==> src/assert_macros.svh <==
// Assertion macros used by the top-level RTL file.
`ifndef ASSERT_MACROS_SVH
`define ASSERT_MACROS_SVH
`ifndef SYNTHESIS
// Same-cycle implication, disabled during reset.
`define ASSERT_IMPLY(lbl, ck, rs, ante, cons) \
  lbl: assert property (@(posedge ck) disable iff (rs) (ante) |-> (cons)) \
    else $error("assertion failed: same-cycle implication");
// Next-cycle implication, disabled during reset.
`define ASSERT_NEXT(lbl, ck, rs, ante, cons) \
  lbl: assert property (@(posedge ck) disable iff (rs) (ante) |=> (cons)) \
    else $error("assertion failed: next-cycle implication");
`else
`define ASSERT_IMPLY(lbl, ck, rs, ante, cons)
`define ASSERT_NEXT(lbl, ck, rs, ante, cons)
`endif
`endif

==> src/ssvf_pkg.sv <==
// Package: types, constants and segment font for the seven-segment formatter.
package ssvf_pkg;

  localparam int VAL_W = 18;
  localparam int MAG_W = VAL_W - 1;
  localparam int PROD_W = 35;

  // Reciprocals for exact division of a 17-bit magnitude by a multiply and shift
  localparam logic [17:0] RECIP_10    = 18'd209716;
  localparam logic [17:0] RECIP_100   = 18'd167773;
  localparam logic [17:0] RECIP_1000  = 18'd134218;
  localparam logic [17:0] RECIP_10000 = 18'd107375;

  localparam logic [1:0] MODE_TEMP  = 2'd0;
  localparam logic [1:0] MODE_ROLL  = 2'd1;
  localparam logic [1:0] MODE_PITCH = 2'd2;
  localparam logic [1:0] MODE_BLANK = 2'd3;

  localparam logic [2:0] SEL_OFF = 3'b111;
  localparam logic [1:0] POS_GLYPH = 2'd3;

  localparam logic [6:0] GLYPH_BLANK = 7'h00;
  localparam logic [6:0] GLYPH_C     = 7'h58;
  localparam logic [6:0] GLYPH_BAR   = 7'h30;
  localparam logic [6:0] GLYPH_DASH  = 7'h40;

  typedef struct packed {
    logic [MAG_W-1:0] mag;
    logic [13:0]      q10;
    logic [10:0]      q100;
    logic [7:0]       q1000;
    logic [3:0]       q10000;
    logic             lt1000;
    logic             lt10000;
  } ssvf_quot_t;

  function automatic logic [6:0] seg_font(input logic [3:0] d);
    logic [6:0] s;
    unique case (d)
      4'd0: s = 7'h3F;
      4'd1: s = 7'h06;
      4'd2: s = 7'h5B;
      4'd3: s = 7'h4F;
      4'd4: s = 7'h66;
      4'd5: s = 7'h6D;
      4'd6: s = 7'h7D;
      4'd7: s = 7'h07;
      4'd8: s = 7'h7F;
      4'd9: s = 7'h67;
      default: s = 7'h00;
    endcase
    return s;
  endfunction

endpackage

==> src/seven_segment_value_formatter_unit.sv <==
// Top level: seven-segment value formatter, one digit refresh per item.
//
//  channel | direction | handshake          | payload
//  in      | to block  | in_valid/in_ready  | value_hundredths, digit_select, mode
//  out     | from block| out_valid/out_ready| digit_enables, segment_lines,
//          |           |                    | lower_dot, upper_dot
//
// Three register stages: input, quotients, result/latches. One item per cycle
// sustained while the output is not stalled; the constant-divisor multipliers
// set the middle stage. The result register is the display latch set itself;
// it updates as an item lands, segments and dot only if non-negative, select[2] low.
// Synchronous reset clears valids and latches. Back-pressure stalls each stage
// only when the stage after it is full and not moving.
`include "assert_macros.svh"
module seven_segment_value_formatter_unit (
  input  logic                          clk,
  input  logic                          rst,
  input  logic                          in_valid,
  output logic                          in_ready,
  input  logic signed [ssvf_pkg::VAL_W-1:0] value_hundredths,
  input  logic signed [2:0]             digit_select,
  input  logic [1:0]                    mode,
  output logic                          out_valid,
  input  logic                          out_ready,
  output logic [3:0]                    digit_enables,
  output logic [6:0]                    segment_lines,
  output logic                          lower_dot,
  output logic                          upper_dot
);
  import ssvf_pkg::*;

  logic             s1_valid;
  logic [VAL_W-1:0] s1_val;
  logic [2:0]       s1_sel;
  logic [1:0]       s1_mode;

  logic             s2_valid;
  ssvf_quot_t       s2_quot;
  logic [2:0]       s2_sel;
  logic [1:0]       s2_mode;
  logic             s2_neg;

  logic [3:0]       enable_latch;
  logic [6:0]       segment_latch;
  logic             dot_latch;

  logic             adv1;
  logic             adv2;
  logic             adv3;
  ssvf_quot_t       quot;
  logic [6:0]       seg;
  logic             dot;
  logic [1:0]       prev_pos;
  logic             sel_pos;
  logic [3:0]       enable_next;

  assign adv3     = s2_valid && (!out_valid || out_ready);
  assign adv2     = s1_valid && (!s2_valid || adv3);
  assign in_ready = !s1_valid || adv2;
  assign adv1     = in_valid && in_ready;

  ssvf_quot u_quot (
    .mag  (s1_val[MAG_W-1:0]),
    .quot (quot)
  );

  ssvf_glyph u_glyph (
    .quot (s2_quot),
    .pos  (s2_sel[1:0]),
    .mode (s2_mode),
    .seg  (seg),
    .dot  (dot)
  );

  assign sel_pos  = !s2_sel[2];
  assign prev_pos = s2_sel[1:0] - 2'd1;

  always_comb begin
    enable_next = enable_latch;
    if (s2_sel == SEL_OFF) begin
      enable_next = 4'd0;
    end else if (sel_pos) begin
      enable_next = (enable_latch & ~(4'd1 << prev_pos)) | (4'd1 << s2_sel[1:0]);
    end
  end

  always_ff @(posedge clk) begin
    if (rst) begin
      s1_valid <= 1'b0;
    end else if (in_ready) begin
      s1_valid <= in_valid;
    end
    if (adv1) begin
      s1_val  <= value_hundredths;
      s1_sel  <= digit_select;
      s1_mode <= mode;
    end
  end

  always_ff @(posedge clk) begin
    if (rst) begin
      s2_valid <= 1'b0;
    end else if (!s2_valid || adv3) begin
      s2_valid <= s1_valid;
    end
    if (adv2) begin
      s2_quot <= quot;
      s2_sel  <= s1_sel;
      s2_mode <= s1_mode;
      s2_neg  <= s1_val[VAL_W-1];
    end
  end

  always_ff @(posedge clk) begin
    if (rst) begin
      out_valid     <= 1'b0;
      enable_latch  <= 4'd0;
      segment_latch <= 7'd0;
      dot_latch     <= 1'b0;
    end else begin
      if (adv3) begin
        out_valid    <= 1'b1;
        enable_latch <= enable_next;
        // negative values move the enables only
        if (sel_pos && !s2_neg) begin
          segment_latch <= seg;
          dot_latch     <= dot;
        end
      end else if (out_ready) begin
        out_valid <= 1'b0;
      end
    end
  end

  assign digit_enables = enable_latch;
  assign segment_lines = segment_latch;
  assign lower_dot     = dot_latch;
  assign upper_dot     = 1'b0;

  `ASSERT_NEXT(a_off_clears, clk, rst, adv3 && (s2_sel == SEL_OFF), digit_enables == 4'd0)
  `ASSERT_NEXT(a_neg_keeps, clk, rst, adv3 && s2_neg, $stable(segment_lines) && $stable(lower_dot))
  `ASSERT_NEXT(a_out_hold, clk, rst, out_valid && !out_ready, $stable(digit_enables) && out_valid)
  `ASSERT_IMPLY(a_glyph_nodot, clk, rst, adv3 && (s2_sel[1:0] == POS_GLYPH), !dot)

endmodule

==> src/ssvf_quot.sv <==
// Constant-divisor quotient unit: magnitude divided by 10, 100, 1000 and 10000.
module ssvf_quot (
  input  logic [ssvf_pkg::MAG_W-1:0] mag,
  output ssvf_pkg::ssvf_quot_t       quot
);
  import ssvf_pkg::*;

  logic [PROD_W-1:0] p10;
  logic [PROD_W-1:0] p100;
  logic [PROD_W-1:0] p1000;
  logic [PROD_W-1:0] p10000;

  assign p10    = PROD_W'(mag) * PROD_W'(RECIP_10);
  assign p100   = PROD_W'(mag) * PROD_W'(RECIP_100);
  assign p1000  = PROD_W'(mag) * PROD_W'(RECIP_1000);
  assign p10000 = PROD_W'(mag) * PROD_W'(RECIP_10000);

  always_comb begin
    quot.mag     = mag;
    quot.q10     = p10[34:21];
    quot.q100    = p100[34:24];
    quot.q1000   = p1000[34:27];
    quot.q10000  = p10000[33:30];
    quot.lt1000  = (mag < MAG_W'(1000));
    quot.lt10000 = (mag < MAG_W'(10000));
  end

endmodule

==> src/ssvf_glyph.sv <==
// Digit pick and segment pattern for one display position.
module ssvf_glyph (
  input  ssvf_pkg::ssvf_quot_t quot,
  input  logic [1:0]           pos,
  input  logic [1:0]           mode,
  output logic [6:0]           seg,
  output logic                 dot
);
  import ssvf_pkg::*;

  logic [16:0] r_ones;
  logic [13:0] r_tenths;
  logic [10:0] r_whole;
  logic [7:0]  r_tens;
  logic [3:0]  r_hund;
  logic [3:0]  digit;
  logic        num_dot;

  // remainders from the registered quotients
  assign r_ones   = quot.mag - 17'(quot.q10) * 17'd10;
  assign r_tenths = quot.q10 - 14'(quot.q100) * 14'd10;
  assign r_whole  = quot.q100 - 11'(quot.q1000) * 11'd10;
  assign r_tens   = quot.q1000 - 8'(quot.q10000) * 8'd10;
  assign r_hund   = (quot.q10000 >= 4'd10) ? quot.q10000 - 4'd10 : quot.q10000;

  always_comb begin
    digit   = 4'd0;
    num_dot = 1'b0;
    priority if (quot.lt1000) begin
      unique case (pos)
        2'd0:    begin digit = quot.q100[3:0]; num_dot = 1'b1; end
        2'd1:    digit = r_tenths[3:0];
        default: digit = r_ones[3:0];
      endcase
    end else if (quot.lt10000) begin
      unique case (pos)
        2'd0:    digit = quot.q1000[3:0];
        2'd1:    begin digit = r_whole[3:0]; num_dot = 1'b1; end
        default: digit = r_tenths[3:0];
      endcase
    end else begin
      unique case (pos)
        2'd0:    digit = r_hund;
        2'd1:    digit = r_tens[3:0];
        default: digit = r_whole[3:0];
      endcase
    end
  end

  always_comb begin
    seg = GLYPH_BLANK;
    dot = 1'b0;
    priority if (mode == MODE_BLANK) begin
      seg = GLYPH_BLANK;
    end else if (pos == POS_GLYPH) begin
      unique case (mode)
        MODE_TEMP:  seg = GLYPH_C;
        MODE_ROLL:  seg = GLYPH_BAR;
        MODE_PITCH: seg = GLYPH_DASH;
        default:    seg = GLYPH_BLANK;
      endcase
    end else begin
      seg = seg_font(digit);
      dot = num_dot;
    end
  end

endmodule
==> config.mk <==
export PLATFORM = sky130hd
export DESIGN_NAME = seven_segment_value_formatter_unit
export DESIGN_NICKNAME = d
export VERILOG_FILES = /design/src/ssvf_pkg.sv /design/src/seven_segment_value_formatter_unit.sv /design/src/ssvf_quot.sv /design/src/ssvf_glyph.sv
export VERILOG_INCLUDE_DIRS = /design/src /design/src/src
export SDC_FILE = /design/constraint.sdc
export NUM_CORES = 1
export LEC_CHECK = 0
export BUFFER_PORTS_ARGS = -buffer_cell sky130_fd_sc_hd__buf_2
export CORE_MARGIN = 1
export CORE_UTILIZATION = 58
export DETAILED_ROUTE_END_ITERATION = 6
export PLACE_DENSITY = 0.78
export SLEW_MARGIN = 20
export SYNTH_ARGS = -nofsm -noshare
export SYNTH_HDL_FRONTEND = slang
export SYNTH_SLANG_ARGS = --single-unit
==> constraint.sdc <==
create_clock -name clk -period 6.2 [get_ports clk]
set_clock_uncertainty 0.05 [all_clocks]
set_input_delay 0.62 -clock clk [delete_from_list [all_inputs] [get_ports clk]]
set_output_delay 0.62 -clock clk [all_outputs]
set_load 0.02 [all_outputs]
==> results_dict.tcl <==
set metrics [dict create \
    final.period_utilization 0.982 \
    drv_slew 0 \
    drive_gt1_frac 0.0913 \
    worst-r2r-setup-slack_ns 0.11 \
    ant_nets 0 \
    dp_hpwl_um 43400 \
    place.gp.congestion 1.05 \
    yosys_warnings 0 \
    grt_first_pass_wirelength_um 79700 \
    overflow 0 \
    cp-end-kind "flip-flop" \
    crit_chain "buf_4 > ha_1 > xor2_1 > buf_4 > ha_1 > fa_1 > fa_1 > fa_1 > inv_1 > fa_1 > inv_1 > ha_1 > a211o_1 > a211oi_1 > a211o_1 > a21oi_1 > or4_1 > o311ai_1" \
    cap_viol_max_count 0 \
    critPathMaxStageDelay_ns 0.58 \
    cts_num_sinks 66 \
    period_minus_slack_ns 6.09 \
    grt_pass1_vias 14565 \
    tightestPinTransition_ns 0.927 \
    row_count 65 \
    cts_hold_buf 0 \
    clock_latency_ns 0.37 \
    netlist_top_cells_area "fa_1, ha_1, inv_1" \
    drt_iter0_drc 710 \
    drc 0 \
    synth_flop_cell "edfxtp_1" \
    tritoncts "done" \
    grt_max_degree 29 \
    worstSetupStartpointType "flip-flop" \
    coreArea_um2 31600 \
    numCtsBuffers 9 \
    initial_core_util 0.590 \
    grt_use_total 0.328 \
    vias_per_cell 5.56 \
    yosysSeqAreaShare 0.0983 \
    cp_common_cell "fa_1" \
    synth.avg_cell_area_um2 10.2 \
    yosysTopAreaCell "fa_1" \
    synth_cell_type_count 73 \
    min_path_type "reg2reg" \
    cp_data_arrival_time_ns 6.17 \
    status "finished clean" \
    fin_tns_setup_ns 0 \
    async_flop_share 0 \
    via_count 13133 \
    cts_root_buffer "clkbuf_16" \
    fmax_mhz 164 \
    h-tree-depth 3 \
    antenna_found_initial 1 \
    setup_violations 0 \
    yosys.area.top_type_share 0.351 \
    critical_path_required_ns 6.28 \
    routedWlPerCell_um 21.1 \
    fillers 2530 \
    synthToLayoutAreaGrowth_pct 8.89 \
    synth_most_common_cell "inv_1" \
    clk_pin_slew_ns 0.07 \
    drt-pass1-iter-count 5 \
    io_buffers 40 \
    worst-setup-path-type "reg2reg" \
    die_x_um 181 \
    synth_nets 2608 \
    die_area_um2 32800 \
    synth_common_cells "inv_1, ha_1, fa_1, a21oi_1, edfxtp_1" \
    max_slew_margin 0.382 \
    yosys_register_bits 66 \
    syn-cell-area_um2 18600 \
    hold_viol 0 \
    die_y_um 181 \
    fin_nets 2730 \
    wirelength_um 50000 \
    cts_buffer_depth 2 \
    crit_fanout 5 \
    crit_slowest_cell "fa_1" \
    synth_cells 1834 \
    ioPinCount 42 \
    synth-edff-count 51 \
]
## metrics by stage
step	instance area, um2	utilization	cells	worst slack (ns)	hold WS, ns
after CTS	20100	0.638	2353	0.0236	0.363
after floorplan	18600	-	1834	0.194	0.350
after global placement	19800	0.628	2337	0.178	0.354
after global routing	20300	0.643	2363	-0.0563	0.363
final	20300	0.643	2364	0.110	0.371
after detailed placement	19800	0.628	2337	0.0378	0.355
## logic make-up after synthesis
family,Yosys count,share of synthesized area
compound gates,170,0.0602
xor+xnor,61,0.0287
fa+ha+maj,747,0.634
buf+inv,632,0.130
flops,66,0.0983
mux,16,0.0109
other cells,1,0.000201
simple gates,141,0.0378
## worst max-delay path, delay by kind of cell (launching register included)
| family | cells | cell delay [ns] |
|---|---|---|
| xor+xnor | 1 | 0.30 |
| simple gates | 1 | 0.41 |
| fa+ha+maj | 7 | 3.03 |
| compound gates | 5 | 1.06 |
| buf+inv | 4 | 0.54 |
| flops | 1 | 0.46 |
## sequential cells by signal, summed over array words and instances, names as in the netlist, named ones only
| signal | count |
|---|---|
| s1_sel | 3 |
| lower_dot | 1 |
| s1_mode | 2 |
| s2_sel | 3 |
| segment_lines | 7 |
| s2_quot | 22 |
| s1_valid | 1 |
| digit_enables | 3 |
| s2_neg | 1 |
| s2_valid | 1 |
| s2_mode | 2 |
| s1_val | 18 |
| out_valid | 1 |
## placed cells by master, fill, tap and decap left out, types with 5 or more instances in the layout
master and n:
a21oi_1 51, and3_1 5, or2_2 5, nand2b_1 7, dfxtp_1 15, o21ai_1 5
a21o_1 17, a211oi_1 7, inv_6 5, nand2_1 34, xnor2_1 43, inv_1 616
edfxtp_1 51, nor2_1 35, nand4_1 6, ha_1 416, a31oi_1 5, buf_2 40
o211ai_1 11, clkbuf_16 9, o21ai_0 23, nand3_1 15, nor3_1 6, xor2_1 17
nor2b_1 7, fa_1 324, buf_4 81, or3_1 5, mux2i_1 8
## area by class of cell
| type | count | area (um2) | share of cell area |
|---|---|---|---|
| antenna | 1 | 2.50 | 0.000123 |
| sequential | 66 | 1830 | 0.0903 |
| multi-input combinational | 1136 | 14500 | 0.713 |
| timing repair buffer | 124 | 851 | 0.0419 |
| clock inverter | 7 | 82.6 | 0.00407 |
| tap | 402 | 503 | 0.0248 |
| clock buffer | 9 | 225 | 0.0111 |
| inverter | 619 | 2330 | 0.115 |
## what timing repair did
item | in CTS | in global routing
endpoints found under the setup margin | 1 | 8
pin swaps | 0 | 7
resized for setup | 1 | 22
setup buffers | 0 | 10
## final timing paths
path              cells past startpoint                    end                 from
setup / recovery                     18  s2_quot[27]$_DFFE_PP_  s1_val[2]$_DFFE_PP_
hold / removal                        0    s2_sel[1]$_DFFE_PP_  s1_sel[1]$_DFFE_PP_
setup reg to reg                     18  s2_quot[27]$_DFFE_PP_  s1_val[2]$_DFFE_PP_
hold reg to reg                       0    s2_sel[1]$_DFFE_PP_  s1_sel[1]$_DFFE_PP_
## routing by layer
metal | vias up | global-route usage | wire length (um)
li1 | 5932 | - | -
met3 | 150 | 0.0812 | 3730
met2 | 430 | 0.550 | 23900
met4 | 0 | 0.151 | 2620
met5 | - | 0 | 0
met1 | 6621 | 0.397 | 19600
Power is not shown: default switching activity piles up to over one toggle a cycle in this logic, so the estimate is an artifact.
